**src/hw/rtl/slrr_pkg.sv**
```systemverilog
// Shared types, codes and constants for the serial display report receiver.
package slrr_pkg;

  // Default frame buffer depth in bytes
  localparam int BUFFER_BYTES_DEF = 32;

  // Width used to compare the fill count with the length byte plus overhead
  localparam int CNT_W = 9;

  // Frame positions that the decoder looks at
  localparam int VIEW_LO = 2;
  localparam int VIEW_HI = 12;

  // Frame layout constants
  localparam logic [7:0] FUNC_KEY     = 8'h83;
  localparam logic [7:0] FUNC_REG_RD  = 8'h81;
  localparam logic [7:0] REG_RTC      = 8'h20;
  localparam logic [7:0] HOUR_OFFSET  = 8'd12;
  localparam logic [7:0] LEN_OVERHEAD = 8'd3;
  localparam logic [7:0] NIB_HI_MASK  = 8'hf0;
  localparam logic [7:0] NIB_LO_MASK  = 8'h0f;

  // Configuration reset values
  localparam logic [7:0]  HEADER_FIRST_RST  = 8'h5a;
  localparam logic [7:0]  HEADER_SECOND_RST = 8'ha5;
  localparam logic [15:0] SLEEP_TIMEOUT_RST = 16'd0;

  localparam int CFG_DATA_W  = 16;
  localparam int CFG_INDEX_W = 2;

  typedef enum logic [CFG_INDEX_W-1:0] {
    CFG_HEADER_FIRST  = 2'd0,
    CFG_HEADER_SECOND = 2'd1,
    CFG_SLEEP_TIMEOUT = 2'd2
  } cfg_reg_t;

  typedef enum logic [1:0] {
    REQ_BYTE = 2'd0,
    REQ_TICK = 2'd1,
    REQ_WAKE = 2'd2
  } req_kind_t;

  typedef enum logic [1:0] {
    EV_NONE  = 2'd0,
    EV_KEY   = 2'd1,
    EV_CLOCK = 2'd2,
    EV_OTHER = 2'd3
  } event_t;

  // Input item
  typedef struct packed {
    logic [1:0] req_type;
    logic [7:0] rx_byte;
  } req_item_t;

  // Result item
  typedef struct packed {
    logic [1:0]  event_kind;
    logic [15:0] key_address;
    logic [15:0] key_data;
    logic [31:0] value_word;
    logic [7:0]  clock_year;
    logic [7:0]  clock_month;
    logic [7:0]  clock_day;
    logic [7:0]  clock_hour;
    logic [7:0]  clock_minute;
    logic [7:0]  clock_second;
    logic        sleep_request;
  } rsp_item_t;

  // Control from the item stage to the frame buffer
  typedef struct packed {
    logic       byte_we;
    logic       consume;
    logic [7:0] rx_byte;
  } frame_ctl_t;

  // Frame bytes at fixed positions, as seen by the decoder
  typedef logic [VIEW_HI:VIEW_LO][7:0] frame_view_t;

endpackage

```
**src/hw/rtl/slrr_chan_if.sv**
```systemverilog
// Valid/ready channel carrying one item of a given payload type.
interface slrr_chan_if #(
  parameter type payload_t = logic
);
  logic     valid;
  logic     ready;
  payload_t payload;

  modport source (output valid, output payload, input ready);
  modport sink   (input valid, input payload, output ready);
endinterface

```
**src/hw/rtl/slrr_frame.sv**
```systemverilog
// Frame buffer: header detection, byte store and write index.
module slrr_frame #(
  parameter int BUFFER_BYTES = slrr_pkg::BUFFER_BYTES_DEF
) (
  input  logic                   clk,
  input  logic                   rst,
  input  slrr_pkg::frame_ctl_t   ctl,
  input  logic [7:0]             header_first,
  input  logic [7:0]             header_second,
  output slrr_pkg::frame_view_t  view,
  output logic                   complete
);
  localparam int IDX_W = $clog2(BUFFER_BYTES);
  localparam logic [IDX_W-1:0] IDX_LAST = IDX_W'(BUFFER_BYTES - 1);

  logic [BUFFER_BYTES-1:0][7:0] store;
  logic [IDX_W-1:0]             wr_idx;
  logic [IDX_W-1:0]             wr_idx_next;
  logic [IDX_W-1:0]             wr_at;
  logic                         armed;
  logic                         armed_next;
  logic                         restart;

  // Arm on the first header byte, restart the frame when the second follows
  always_comb begin
    restart    = 1'b0;
    armed_next = armed;
    if (ctl.rx_byte == header_first) begin
      armed_next = 1'b1;
    end else if (armed) begin
      restart    = (ctl.rx_byte == header_second);
      armed_next = 1'b0;
    end
    wr_at       = restart ? IDX_W'(1) : wr_idx;
    wr_idx_next = (wr_at == IDX_LAST) ? '0 : wr_at + IDX_W'(1);
  end

  // Store bytes, wrap the index at the buffer end, clear it on consume
  always_ff @(posedge clk) begin
    if (rst) begin
      wr_idx <= '0;
      armed  <= 1'b0;
      store  <= '0;
    end else if (ctl.consume) begin
      wr_idx <= '0;
    end else if (ctl.byte_we) begin
      armed  <= armed_next;
      wr_idx <= wr_idx_next;
      if (restart) begin
        store[0] <= header_first;
      end
      store[wr_at] <= ctl.rx_byte;
    end
  end

  // Expose the fixed positions that the decoder reads
  for (genvar i = slrr_pkg::VIEW_LO; i <= slrr_pkg::VIEW_HI; i++) begin : g_view
    assign view[i] = store[i];
  end

  // A frame is complete once the fill count covers length byte plus overhead
  assign complete = slrr_pkg::CNT_W'(wr_idx) >=
                    (slrr_pkg::CNT_W'(view[2]) + slrr_pkg::CNT_W'(slrr_pkg::LEN_OVERHEAD));

endmodule

```
**src/hw/rtl/slrr_decode.sv**
```systemverilog
// Frame decoder: key reports and clock readings from a complete frame.
module slrr_decode (
  input  slrr_pkg::frame_view_t view,
  output slrr_pkg::rsp_item_t   result
);
  function automatic logic [7:0] bcd_value(input logic [7:0] b);
    logic [7:0] hi;
    logic [7:0] lo;
    hi = (b & slrr_pkg::NIB_HI_MASK) >> 4;
    lo = b & slrr_pkg::NIB_LO_MASK;
    return (hi << 3) + (hi << 1) + lo;
  endfunction

  // Pick the report by function code; other fields stay zero
  always_comb begin
    result = '0;
    if (view[3] == slrr_pkg::FUNC_KEY) begin
      result.event_kind  = slrr_pkg::EV_KEY;
      result.key_address = {view[4], view[5]};
      result.key_data    = {view[7], view[8]};
      result.value_word  = {view[7], view[8], view[9], view[10]};
    end else if (view[3] == slrr_pkg::FUNC_REG_RD && view[4] == slrr_pkg::REG_RTC) begin
      result.event_kind   = slrr_pkg::EV_CLOCK;
      result.clock_year   = bcd_value(view[6]);
      result.clock_month  = bcd_value(view[7]);
      result.clock_day    = bcd_value(view[8]);
      result.clock_hour   = bcd_value(view[10]) - slrr_pkg::HOUR_OFFSET;
      result.clock_minute = bcd_value(view[11]);
      result.clock_second = bcd_value(view[12]);
    end else begin
      result.event_kind = slrr_pkg::EV_OTHER;
    end
  end

endmodule

```
**src/hw/rtl/serial_lcd_report_receiver.sv**
```systemverilog
// Top level: item stage, idle sleep timer, configuration and result register.
// One item per clock while results are taken: an item is captured in the input
// register, handled once the output register is free or being emptied (frame
// buffer update, frame decode and sleep timer all in one pass) and its result
// lands in the output register, where it waits until it is taken.
// While a result waits, the input register still takes one more item; the
// input stalls only when that item and a result not yet taken downstream are
// both held. The frame buffer sits in flip-flops that reset clears, so the
// block takes items right after reset.
module serial_lcd_report_receiver #(
  parameter int BUFFER_BYTES = slrr_pkg::BUFFER_BYTES_DEF
) (
  input  logic                                clk,
  input  logic                                rst,
  slrr_chan_if.sink                           req,
  slrr_chan_if.source                         rsp,
  input  logic                                cfg_we,
  input  logic [slrr_pkg::CFG_INDEX_W-1:0]    cfg_index,
  input  logic [slrr_pkg::CFG_DATA_W-1:0]     cfg_data
);
  logic                 in_valid;
  slrr_pkg::req_item_t  in_item;
  logic                 go;

  logic [7:0]           header_first;
  logic [7:0]           header_second;
  logic [15:0]          sleep_timeout_ticks;

  logic [15:0]          idle_count;
  logic [15:0]          idle_count_next;
  logic                 asleep;
  logic                 asleep_next;
  logic                 sleep_fire;
  logic [15:0]          idle_base;
  logic [15:0]          idle_inc;

  slrr_pkg::frame_ctl_t  frame_ctl;
  slrr_pkg::frame_view_t view;
  logic                  complete;
  slrr_pkg::rsp_item_t   decoded;
  slrr_pkg::rsp_item_t   rsp_next;
  logic                  is_byte;
  logic                  is_tick;
  logic                  is_wake;

  // Handle the held item when the result register can take its result
  assign go        = in_valid && (!rsp.valid || rsp.ready);
  assign req.ready = !in_valid || go;

  // Capture the incoming item
  always_ff @(posedge clk) begin
    if (rst) begin
      in_valid <= 1'b0;
    end else if (req.ready) begin
      in_valid <= req.valid;
    end
  end

  always_ff @(posedge clk) begin
    if (req.valid && req.ready) begin
      in_item <= req.payload;
    end
  end

  // Configuration registers
  always_ff @(posedge clk) begin
    if (rst) begin
      header_first        <= slrr_pkg::HEADER_FIRST_RST;
      header_second       <= slrr_pkg::HEADER_SECOND_RST;
      sleep_timeout_ticks <= slrr_pkg::SLEEP_TIMEOUT_RST;
    end else if (cfg_we) begin
      unique case (cfg_index)
        slrr_pkg::CFG_HEADER_FIRST:  header_first        <= cfg_data[7:0];
        slrr_pkg::CFG_HEADER_SECOND: header_second       <= cfg_data[7:0];
        slrr_pkg::CFG_SLEEP_TIMEOUT: sleep_timeout_ticks <= cfg_data[15:0];
        default: ;
      endcase
    end
  end

  // Decode the item kind
  always_comb begin
    is_byte = 1'b0;
    is_tick = 1'b0;
    is_wake = 1'b0;
    unique case (slrr_pkg::req_kind_t'(in_item.req_type))
      slrr_pkg::REQ_BYTE: is_byte = 1'b1;
      slrr_pkg::REQ_TICK: is_tick = 1'b1;
      slrr_pkg::REQ_WAKE: is_wake = 1'b1;
      default: ;
    endcase
  end

  assign frame_ctl.byte_we = go && is_byte;
  assign frame_ctl.consume = go && is_tick && complete;
  assign frame_ctl.rx_byte = in_item.rx_byte;

  slrr_frame #(
    .BUFFER_BYTES (BUFFER_BYTES)
  ) u_frame (
    .clk           (clk),
    .rst           (rst),
    .ctl           (frame_ctl),
    .header_first  (header_first),
    .header_second (header_second),
    .view          (view),
    .complete      (complete)
  );

  slrr_decode u_decode (
    .view   (view),
    .result (decoded)
  );

  // Advance the idle timer on a tick, after any frame consume; a wake item ends sleep
  always_comb begin
    idle_base       = (is_tick && complete) ? '0 : idle_count;
    idle_inc        = idle_base + 16'd1;
    idle_count_next = idle_count;
    asleep_next     = asleep;
    sleep_fire      = 1'b0;
    if (is_tick) begin
      idle_count_next = idle_base;
      if (sleep_timeout_ticks != '0 && !asleep) begin
        if (idle_inc >= sleep_timeout_ticks) begin
          idle_count_next = '0;
          asleep_next     = 1'b1;
          sleep_fire      = 1'b1;
        end else begin
          idle_count_next = idle_inc;
        end
      end
    end else if (is_wake) begin
      asleep_next = 1'b0;
    end
  end

  always_ff @(posedge clk) begin
    if (rst) begin
      idle_count <= '0;
      asleep     <= 1'b0;
    end else if (go) begin
      idle_count <= idle_count_next;
      asleep     <= asleep_next;
    end
  end

  // Build the result: a report only for a tick that completes a frame, plus the sleep request flag
  always_comb begin
    rsp_next = '0;
    if (is_tick && complete) begin
      rsp_next = decoded;
    end
    rsp_next.sleep_request = sleep_fire;
  end

  // Result register
  always_ff @(posedge clk) begin
    if (rst) begin
      rsp.valid <= 1'b0;
    end else if (go) begin
      rsp.valid <= 1'b1;
    end else if (rsp.ready) begin
      rsp.valid <= 1'b0;
    end
  end

  always_ff @(posedge clk) begin
    if (go) begin
      rsp.payload <= rsp_next;
    end
  end

  // A timeout puts the block to sleep with the idle count cleared
  a_sleep_enter: assert property (@(posedge clk) disable iff (rst)
    (go && sleep_fire) |=> (asleep && idle_count == '0))
    else $error("sleep request without entering sleep");

  // The idle count stays cleared while asleep
  a_idle_while_asleep: assert property (@(posedge clk) disable iff (rst)
    asleep |-> (idle_count == '0))
    else $error("idle count moved while asleep");

  // Key fields are only set on a key report
  a_key_fields: assert property (@(posedge clk) disable iff (rst)
    (rsp.valid && rsp.payload.event_kind != slrr_pkg::EV_KEY) |->
      (rsp.payload.key_address == '0 && rsp.payload.key_data == '0 &&
       rsp.payload.value_word == '0))
    else $error("key fields set outside a key report");

endmodule

```
**src/flat_wrapper.sv**
```systemverilog
// flat-port wrapper written by rule: the top's interface ports become plain ports
module serial_lcd_report_receiver_flat import slrr_pkg::*;
#(
  parameter int BUFFER_BYTES = slrr_pkg::BUFFER_BYTES_DEF
)
  (clk, rst, cfg_we, cfg_index, cfg_data, req_valid, req_payload, req_ready, rsp_valid, rsp_payload, rsp_ready);
  slrr_chan_if #(.payload_t(req_item_t)) req_i ();
  slrr_chan_if #(.payload_t(rsp_item_t)) rsp_i ();
  input  logic clk;
  input  logic rst;
  input  logic cfg_we;
  input  logic [slrr_pkg::CFG_INDEX_W-1:0] cfg_index;
  input  logic [slrr_pkg::CFG_DATA_W-1:0] cfg_data;
  input wire logic [$bits(req_i.valid)-1:0] req_valid;
  input wire logic [$bits(req_i.payload)-1:0] req_payload;
  output wire logic [$bits(req_i.ready)-1:0] req_ready;
  output wire logic [$bits(rsp_i.valid)-1:0] rsp_valid;
  output wire logic [$bits(rsp_i.payload)-1:0] rsp_payload;
  input wire logic [$bits(rsp_i.ready)-1:0] rsp_ready;
  assign req_i.valid = req_valid;
  assign req_i.payload = req_payload;
  assign req_ready = req_i.ready;
  assign rsp_valid = rsp_i.valid;
  assign rsp_payload = rsp_i.payload;
  assign rsp_i.ready = rsp_ready;
  serial_lcd_report_receiver #(.BUFFER_BYTES(BUFFER_BYTES)) u_core (.clk(clk), .rst(rst), .req(req_i), .rsp(rsp_i), .cfg_we(cfg_we), .cfg_index(cfg_index), .cfg_data(cfg_data));
endmodule
```
**config.mk**
```make
export PLATFORM = sky130hd
export DESIGN_NAME = serial_lcd_report_receiver_flat
export DESIGN_NICKNAME = d
export VERILOG_FILES = /design/src/hw/rtl/slrr_pkg.sv /design/src/hw/rtl/slrr_chan_if.sv /design/src/hw/rtl/slrr_frame.sv /design/src/hw/rtl/slrr_decode.sv /design/src/hw/rtl/serial_lcd_report_receiver.sv /design/src/flat_wrapper.sv
export SDC_FILE = /design/constraint.sdc
export NUM_CORES = 1
export LEC_CHECK = 0
export BUFFER_PORTS_ARGS = -buffer_cell sky130_fd_sc_hd__buf_2
export CORE_ASPECT_RATIO = 0.5
export CORE_MARGIN = 5
export CORE_UTILIZATION = 53
export CTS_CLUSTER_SIZE = 40
export DETAILED_ROUTE_END_ITERATION = 8
export GPL_ROUTABILITY_DRIVEN = 0
export HOLD_SLACK_MARGIN = 0.06
export PLACE_DENSITY = 0.77
export SYNTH_ARGS = -nofsm -noshare
export SYNTH_HDL_FRONTEND = slang
export SYNTH_SLANG_ARGS = --single-unit
```
**constraint.sdc**
```tcl
create_clock -name clk -period 4.91 [get_ports clk]
set_clock_uncertainty 0.1 [all_clocks]
set_input_delay 1.2275 -clock clk [delete_from_list [all_inputs] [get_ports clk]]
set_output_delay 1.2275 -clock clk [all_outputs]
set_load 0.02 [all_outputs]
```
==> impl_metrics.yaml, run 1 <==
floorplan:
  design.die.area_um2: 26330
  core.rowCount: 39
  initial_core_util_pct: 53.63
  core_area_um2: 22740
  dieHeight_um: 117.3
  die_width_um: 224.5
  number_of_top_level_pins: 150
synth:
  dominantRegCellSynth: "sky130_fd_sc_hd__dfxtp_1"
  syn_area_um2: 12190
  seq_area_frac_synth_pct: 50.65
  synthesis.area_per_instance_um2: 10.59
  asr_flop_ratio_synth_pct: 0
  yosys.area.top_type: "sky130_fd_sc_hd__edfxtp_1"
  synth-warning-count: 0
  synth_cells: 1152
  yosys.cell_count.top_type: "sky130_fd_sc_hd__dfxtp_1"
  synth.top_cells.by_count: "sky130_fd_sc_hd__dfxtp_1, sky130_fd_sc_hd__nor2_1, sky130_fd_sc_hd__edfxtp_1, sky130_fd_sc_hd__mux2i_1, sky130_fd_sc_hd__nand2_1"
  synth-edff-count: 109
  synth.net_count: 1268
  count_of_cell_types_in_the_netlist: 65
  synth_area_leaders: "sky130_fd_sc_hd__edfxtp_1, sky130_fd_sc_hd__dfxtp_1, sky130_fd_sc_hd__mux2i_1"
  number_of_synthesized_register_bits: 254
  netlist.area_leader.share_pct: 26.84
cts:
  path_clk_slew_ns: 0.07
  tritoncts: "built"
  clock-root-buffer: "sky130_fd_sc_hd__clkbuf_16"
  cts_max_level: 1
  cts-root-to-sink-buffers: 3
  worst_skew_pair.late_latency_ns: 0.53
  numClockSinks: 254
  numCtsBuffers: 23
critical_path:
  start_kind: "flip-flop"
  critPathRequiredTime_ns: 5.20
  crit_path_end_kind: "flip-flop"
  worstPathMaxFanout: 5
  worstPathArrival_ns: 5.04
  worstSetupPathType: "flip-flop to flip-flop"
power:
  power.share.switching_pct: 24.47
  power.density_nw_per_um2: 317.4
  cellLeakagePower_nw: 6.368
  net_switching_w: 0.001092
  p_int_w: 0.003371
  sequential_share_of_power_pct: 51.7
  clock_power_share_pct: 38.5
  pwr-share-comb_pct: 9.8
  vdd.ir_drop.worst_mv: 0.2004
detailed_routing:
  final_wirelength_um: 28650
  via_per_inst: 5.573
  antenna_violating_nets_post_route: 0
  detailroute.via_count: 8990
  drc_markers: 0
  detail_route.first_pass.iterations: 5
  route.detailed.wl_per_inst_um: 17.76
  detailedRoute.firstIterationViolations: 712
layout:
  final_layout_size_suffix_gt1_share_pct: 19.60
  num-fill-cells: 1818
  nets: 1405
  syn2layout_area_growth_pct: 15.31
  finalInstanceArea_um2: 14060
  diodes: 0
run_status:
  status: "complete, no violations"
sta:
  layout_setup_ws_ns: 0.1586
  layout_worst_path_cycle_share_pct: 96.77
  period_needed_ns: 4.751
  final_hold_viol_count: 0
  worst-slew-pin-transition_ns: 1.072
  fmax_ghz: 0.2105
  setup_viol: 0
  timing_max_transition_violations_final: 0
  final.setup.tns_ns: 0
  worst_slew_margin_rel_pct: 28.54
global_route:
  globalRouteOverflowTotal: 0
  first_global_vias: 9046
  number_of_antenna_violations_at_the_first_check_in_global_routing: 0
  grt_start_max_net_pins: 83
  grt_pass1_wl_um: 45680
  grt_usage_pct: 21.39
place:
  dp_hpwl_um: 19840
  numPortBuffers: 149
  post_dp_cell_area_um2: 13160
  worst_slack_at_placement_ns: -0.6276
job:
  count_of_max_cap_constraint_violations: 0
hold_path:
  hp-class: "flip-flop to flip-flop"
[layer usage]
layer,wire [um],share of wire (%),vias up,track usage [%]
li1,-,-,4296,-
met1,12270,43,4317,27.31
met2,13770,48,298,37.48
met3,1614,5.6,79,3.563
met4,998,3.5,0,7.621
met5,0,0,-,0
[worst max-delay path, cell delays in order, from the launching register on]
cell                        delay [ns]
sky130_fd_sc_hd__dfxtp_2          0.33
sky130_fd_sc_hd__inv_1            0.08
sky130_fd_sc_hd__ha_2             0.20
sky130_fd_sc_hd__xor2_1           0.19
sky130_fd_sc_hd__ha_1             0.25
sky130_fd_sc_hd__or2_2            0.28
sky130_fd_sc_hd__a211oi_2         0.23
sky130_fd_sc_hd__a21oi_2          0.07
sky130_fd_sc_hd__nand2_2          0.12
sky130_fd_sc_hd__and2_4           0.15
sky130_fd_sc_hd__ha_2             0.17
sky130_fd_sc_hd__and2_4           0.15
sky130_fd_sc_hd__nand4bb_1        0.14
sky130_fd_sc_hd__or2_4            0.27
sky130_fd_sc_hd__a21oi_4          0.13
sky130_fd_sc_hd__xnor2_1          0.13
sky130_fd_sc_hd__nor2_1           0.08
sky130_fd_sc_hd__ha_1             0.31
sky130_fd_sc_hd__nand4_1          0.19
sky130_fd_sc_hd__nor4_4           0.29
sky130_fd_sc_hd__buf_4            0.18
sky130_fd_sc_hd__a211oi_4         0.06
sky130_fd_sc_hd__buf_6            0.16
sky130_fd_sc_hd__buf_4            0.14
sky130_fd_sc_hd__nand4b_1         0.09
sky130_fd_sc_hd__o221ai_1         0.12
[stage by stage]
stage	hold WS [ns]	utilization (%)	cells	power [W]
floorplan	0.3334	-	1152	0.002558
global placement	0.3438	57.86	1562	0.002667
detailed placement	0.3491	57.86	1562	0.002680
CTS	0.3583	61.26	1608	0.004428
global route	0.3962	61.84	1613	0.004628
finish	0.3571	61.84	1613	0.004463
[logic make-up (layout without fill, tap and decap cells)]
group / count (synthesis) / in the layout / share of synthesized area (%)
AND/OR/NAND/NOR: 406 / 406 / 16.50
flip-flops: 254 / 254 / 50.65
AO/OA/AOI/OAI: 148 / 149 / 7.583
buffers and inverters: 113 / 266 / 4.320
multiplexers: 104 / 104 / 8.537
adder cells (fa/ha/maj): 83 / 83 / 9.255
XOR/XNOR: 44 / 44 / 3.160
[layout make-up]
| cell class | count | area, um2 | area share (%) |
|---|---|---|---|
| clock buffer | 34 | 661.9 | 4.707 |
| clock inverter | 8 | 53.80 | 0.3826 |
| inverter | 41 | 156.4 | 1.112 |
| multi-input combinational | 786 | 5608 | 39.88 |
| sequential | 254 | 6177 | 43.93 |
| tap | 307 | 384.1 | 2.732 |
| timing repair buffer | 183 | 1020 | 7.252 |
[state kept, by name, indices dropped and copies added, names as in the netlist]
signal                      cells
u_core.header_first             8
u_core.in_item                  2
u_core.idle_count              16
u_core.frame_ctl                8
u_core.rsp.valid                1
u_core.u_frame.armed            1
u_core.in_valid                 1
u_core.rsp.payload             99
u_core.asleep                   1
u_core.sleep_timeout_ticks     16
u_core.u_frame.wr_idx           5
u_core.header_second            8
u_core.u_frame.view            88
[layout by cell type (no fill, tap or decap), types with 13 or more instances in the layout]
master and instances:
sky130_fd_sc_hd__buf_2 148, sky130_fd_sc_hd__dfxtp_1 144, sky130_fd_sc_hd__nor2_1 121, sky130_fd_sc_hd__edfxtp_1 109, sky130_fd_sc_hd__mux2i_1 104, sky130_fd_sc_hd__nand2_1 91, sky130_fd_sc_hd__ha_1 69, sky130_fd_sc_hd__a21oi_1 62
sky130_fd_sc_hd__and2_1 51, sky130_fd_sc_hd__inv_1 39, sky130_fd_sc_hd__buf_4 33, sky130_fd_sc_hd__and3_1 25, sky130_fd_sc_hd__clkbuf_16 24, sky130_fd_sc_hd__xnor2_1 23, sky130_fd_sc_hd__nor3_1 23, sky130_fd_sc_hd__o21ai_0 22
sky130_fd_sc_hd__xor2_1 21, sky130_fd_sc_hd__nor2b_1 14, sky130_fd_sc_hd__a21o_1 14, sky130_fd_sc_hd__nand3_1 13
[power by group through the flow]
stage               Clock (W)  Combinational (W)  Sequential (W)
global placement            0           0.000317         0.00235
finish                0.00172           0.000438         0.00231
CTS                   0.00175           0.000373         0.00231
floorplan                   0           0.000194         0.00236
detailed placement          0           0.000328         0.00235
global route          0.00185           0.000470         0.00231
[path summary, 6_finish.rpt]
check | start | to | slack, ns | cells after the start
worst max-delay path | u_core.u_frame.view[0]$_SDFFE_PP0P_ | u_core.idle_count[15]$_SDFFE_PP0P_ | 0.16 | 25
worst min-delay path | u_core.u_frame.view[13]$_SDFFE_PP0P_ | u_core.u_frame.view[13]$_SDFFE_PP0P_ | 0.36 | 2
worst max register to register | u_core.u_frame.view[0]$_SDFFE_PP0P_ | u_core.idle_count[15]$_SDFFE_PP0P_ | 0.16 | 25
worst min register to register | u_core.u_frame.view[13]$_SDFFE_PP0P_ | u_core.u_frame.view[13]$_SDFFE_PP0P_ | 0.36 | 2
[repair_timing]
action	in CTS	in global routing
endpoints found under the setup margin	18	18
pin swaps	2	8
gates resized for setup	5	23
cloned	1	0
buffers inserted	3	5
hold buffers	0	0
No activity file was read; power rests on OpenSTA's default activity.
==> inputs of run 2 (changes only) <==
PLACE_DENSITY = 0.79   (was 0.77)
TNS_END_PERCENT = 50   (was not set)
==> run 2 against run 1 <==
  * Combinational power decreased by 7.8%
  * Critical endpoint is now u_core.idle_count[2]$_SDFFE_PP0P_
  * Highest routed layer unchanged
  * First-iteration DRC count increased by 1.1%
  * Die area unchanged
  * Worst setup slack got worse by 0.014 ns
  * Non-clock buffer count decreased by 7
  * Largest cell class unchanged
  * Count of clock-buffer cells in the layout decreased by 2
  * Final cell count decreased by 0.50%
  * Flip-flop and latch count unchanged
  * Fmax decreased by 0.29%
==> impl_metrics.yaml, run 2 (same netlist as run 1, synthesis figures left out) <==
layout:
  area.sequential_um2: 6178
  top_register: "u_core.rsp.payload"
  num-fill-cells: 1832
  multiInputGateArea_um2: 5618
  syn2layout_area_growth_pct: 14.69
  most_used_cells_in_the_layout_excluding_fill_and_tap_cells: "sky130_fd_sc_hd__buf_2, sky130_fd_sc_hd__dfxtp_1, sky130_fd_sc_hd__nor2_1, sky130_fd_sc_hd__edfxtp_1, sky130_fd_sc_hd__mux2i_1"
  nets: 1398
  finalInstanceArea_um2: 13990
  diodes: 0
  mostFrequentLayoutCell: "sky130_fd_sc_hd__buf_2"
  max_ffs_per_register: 99
  final_layout_size_suffix_gt1_share_pct: 19.26
sta:
  worst-slew-pin-transition_ns: 0.9556
  worst_slew_margin_rel_pct: 35.90
  period_needed_ns: 4.765
  fmax_ghz: 0.2099
  final_hold_viol_count: 0
  layout_worst_path_cycle_share_pct: 97.05
  timing_max_transition_violations_final: 0
  setup_viol: 0
  layout_setup_ws_ns: 0.1448
place:
  dp_hpwl_um: 19410
  numPortBuffers: 149
  worst_slack_at_placement_ns: -0.4587
  post_dp_cell_area_um2: 13130
power:
  p_int_w: 0.003322
  power.share.switching_pct: 24.36
  pwr-share-comb_pct: 9.2
  cellLeakagePower_nw: 6.319
  vdd.ir_drop.worst_mv: 0.2085
  clock_power_share_pct: 38.4
  power.density_nw_per_um2: 314.0
  net_switching_w: 0.001070
  sequential_share_of_power_pct: 52.4
cts:
  path_clk_slew_ns: 0.06
  cts_max_level: 1
  numCtsBuffers: 23
  clock-root-buffer: "sky130_fd_sc_hd__clkbuf_16"
  numClockSinks: 254
  tritoncts: "built"
  worst_skew_pair.late_latency_ns: 0.52
  cts-root-to-sink-buffers: 3
global_route:
  first_global_vias: 9027
  grt_start_max_net_pins: 90
  number_of_antenna_violations_at_the_first_check_in_global_routing: 0
  grt_pass1_wl_um: 45200
  grt_usage_pct: 20.97
  globalRouteOverflowTotal: 0
hold_path:
  min_delay_path_depth: 2
  hp-class: "flip-flop to flip-flop"
critical_path:
  worstPathArrival_ns: 5.03
  crit_path_end_kind: "flip-flop"
  critPathRequiredTime_ns: 5.18
  critical_path.cell_chain: "inv_1, ha_4, xor2_1, ha_1, or2_2, a211oi_2, a21oi_2, nand2_2, and2_4, ha_1, and2_1, nand4bb_1, or2_4, a21oi_4, xnor2_1, nor2_1, ha_1, nand4_1, nor4_4, a211oi_4, buf_4, buf_4, o211ai_1, nand3_1"
  start_kind: "flip-flop"
  reg2regPathDepth: 24
  worstPathMaxFanout: 5
  crit_path_top_delay_cell: "sky130_fd_sc_hd__nor4_4"
  critical_path.most_common_cell: "sky130_fd_sc_hd__ha_1"
  worstSetupPathType: "flip-flop to flip-flop"
  critical-path-max-stage-delay_ns: 0.45
run_status:
  status: "complete, no violations"
detailed_routing:
  detail_route.first_pass.iterations: 5
  final_wirelength_um: 28460
  detailroute.via_count: 8971
  detailedRoute.firstIterationViolations: 720
  drc_markers: 0
  route.detailed.wl_per_inst_um: 17.73
  via_per_inst: 5.589
  antenna_violating_nets_post_route: 0
floorplan:
  core_area_um2: 22740
  initial_core_util_pct: 53.63
  core.rowCount: 39
  die_width_um: 224.5
  design.die.area_um2: 26330
  dieHeight_um: 117.3
  number_of_top_level_pins: 150
job:
  count_of_max_cap_constraint_violations: 0
## run 2: path summary, 6_finish.rpt
check | endpoint | start | slack (ns)
max reg2reg | u_core.idle_count[2]$_SDFFE_PP0P_ | u_core.u_frame.view[0]$_SDFFE_PP0P_ | 0.14
max | u_core.idle_count[2]$_SDFFE_PP0P_ | u_core.u_frame.view[0]$_SDFFE_PP0P_ | 0.14
min | u_core.u_frame.view[6]$_SDFFE_PP0P_ | u_core.u_frame.view[6]$_SDFFE_PP0P_ | 0.36
min reg2reg | u_core.u_frame.view[6]$_SDFFE_PP0P_ | u_core.u_frame.view[6]$_SDFFE_PP0P_ | 0.36
## run 2: timing repair
action	CTS	global route
cloned	1	0
setup endpoints to repair	18	18
pin swaps	2	8
resized for setup	5	23
hold buffers	0	0
setup buffers	2	2
## run 2: through the flow
stage / power [W] / utilization, % / TNS, ns / std cells / hold slack (ns)
global route: 0.004546 / 61.51 / -0.2431 / 1605 / 0.3923
CTS: 0.004394 / 61.05 / 0 / 1603 / 0.3643
global placement: 0.002674 / 57.76 / -0.9186 / 1559 / 0.3431
finish: 0.004391 / 61.51 / 0 / 1605 / 0.3608
floorplan: 0.002558 / - / 0 / 1152 / 0.3334
detailed placement: 0.002684 / 57.76 / -4.420 / 1559 / 0.3487
## run 2: power by group through the flow
stage / Sequential (W) / Clock, W / Combinational (W)
after floorplan: 0.00236 / 0 / 0.000194
final: 0.00230 / 0.00168 / 0.000404
after global routing: 0.00231 / 0.00181 / 0.000430
after detailed placement: 0.00235 / 0 / 0.000336
after CTS: 0.00230 / 0.00172 / 0.000377
after global placement: 0.00235 / 0 / 0.000328
## run 2: layout make-up
type | instances | area share [%]
sequential | 254 | 44.18
inverter | 41 | 1.118
clock buffer | 32 | 4.643
timing repair buffer | 176 | 6.799
clock inverter | 9 | 0.3489
tap | 307 | 2.746
multi-input combinational | 786 | 40.17
## run 2: worst max-delay path, delay by kind of cell (launching register included)
kind | cells | cell delay (ns)
fa+ha+maj | 4 | 0.88
xor+xnor | 2 | 0.28
compound gates | 5 | 0.67
buf+inv | 3 | 0.39
flops | 1 | 0.35
simple gates | 10 | 1.96
## run 2: metal layers
layer | routed length, um | GRT usage (%) | up-vias
met5 | 0 | 0 | -
met4 | 827 | 6.445 | 0
met3 | 1616 | 3.215 | 70
met2 | 13850 | 37.36 | 268
met1 | 12160 | 26.90 | 4338
li1 | - | - | 4295
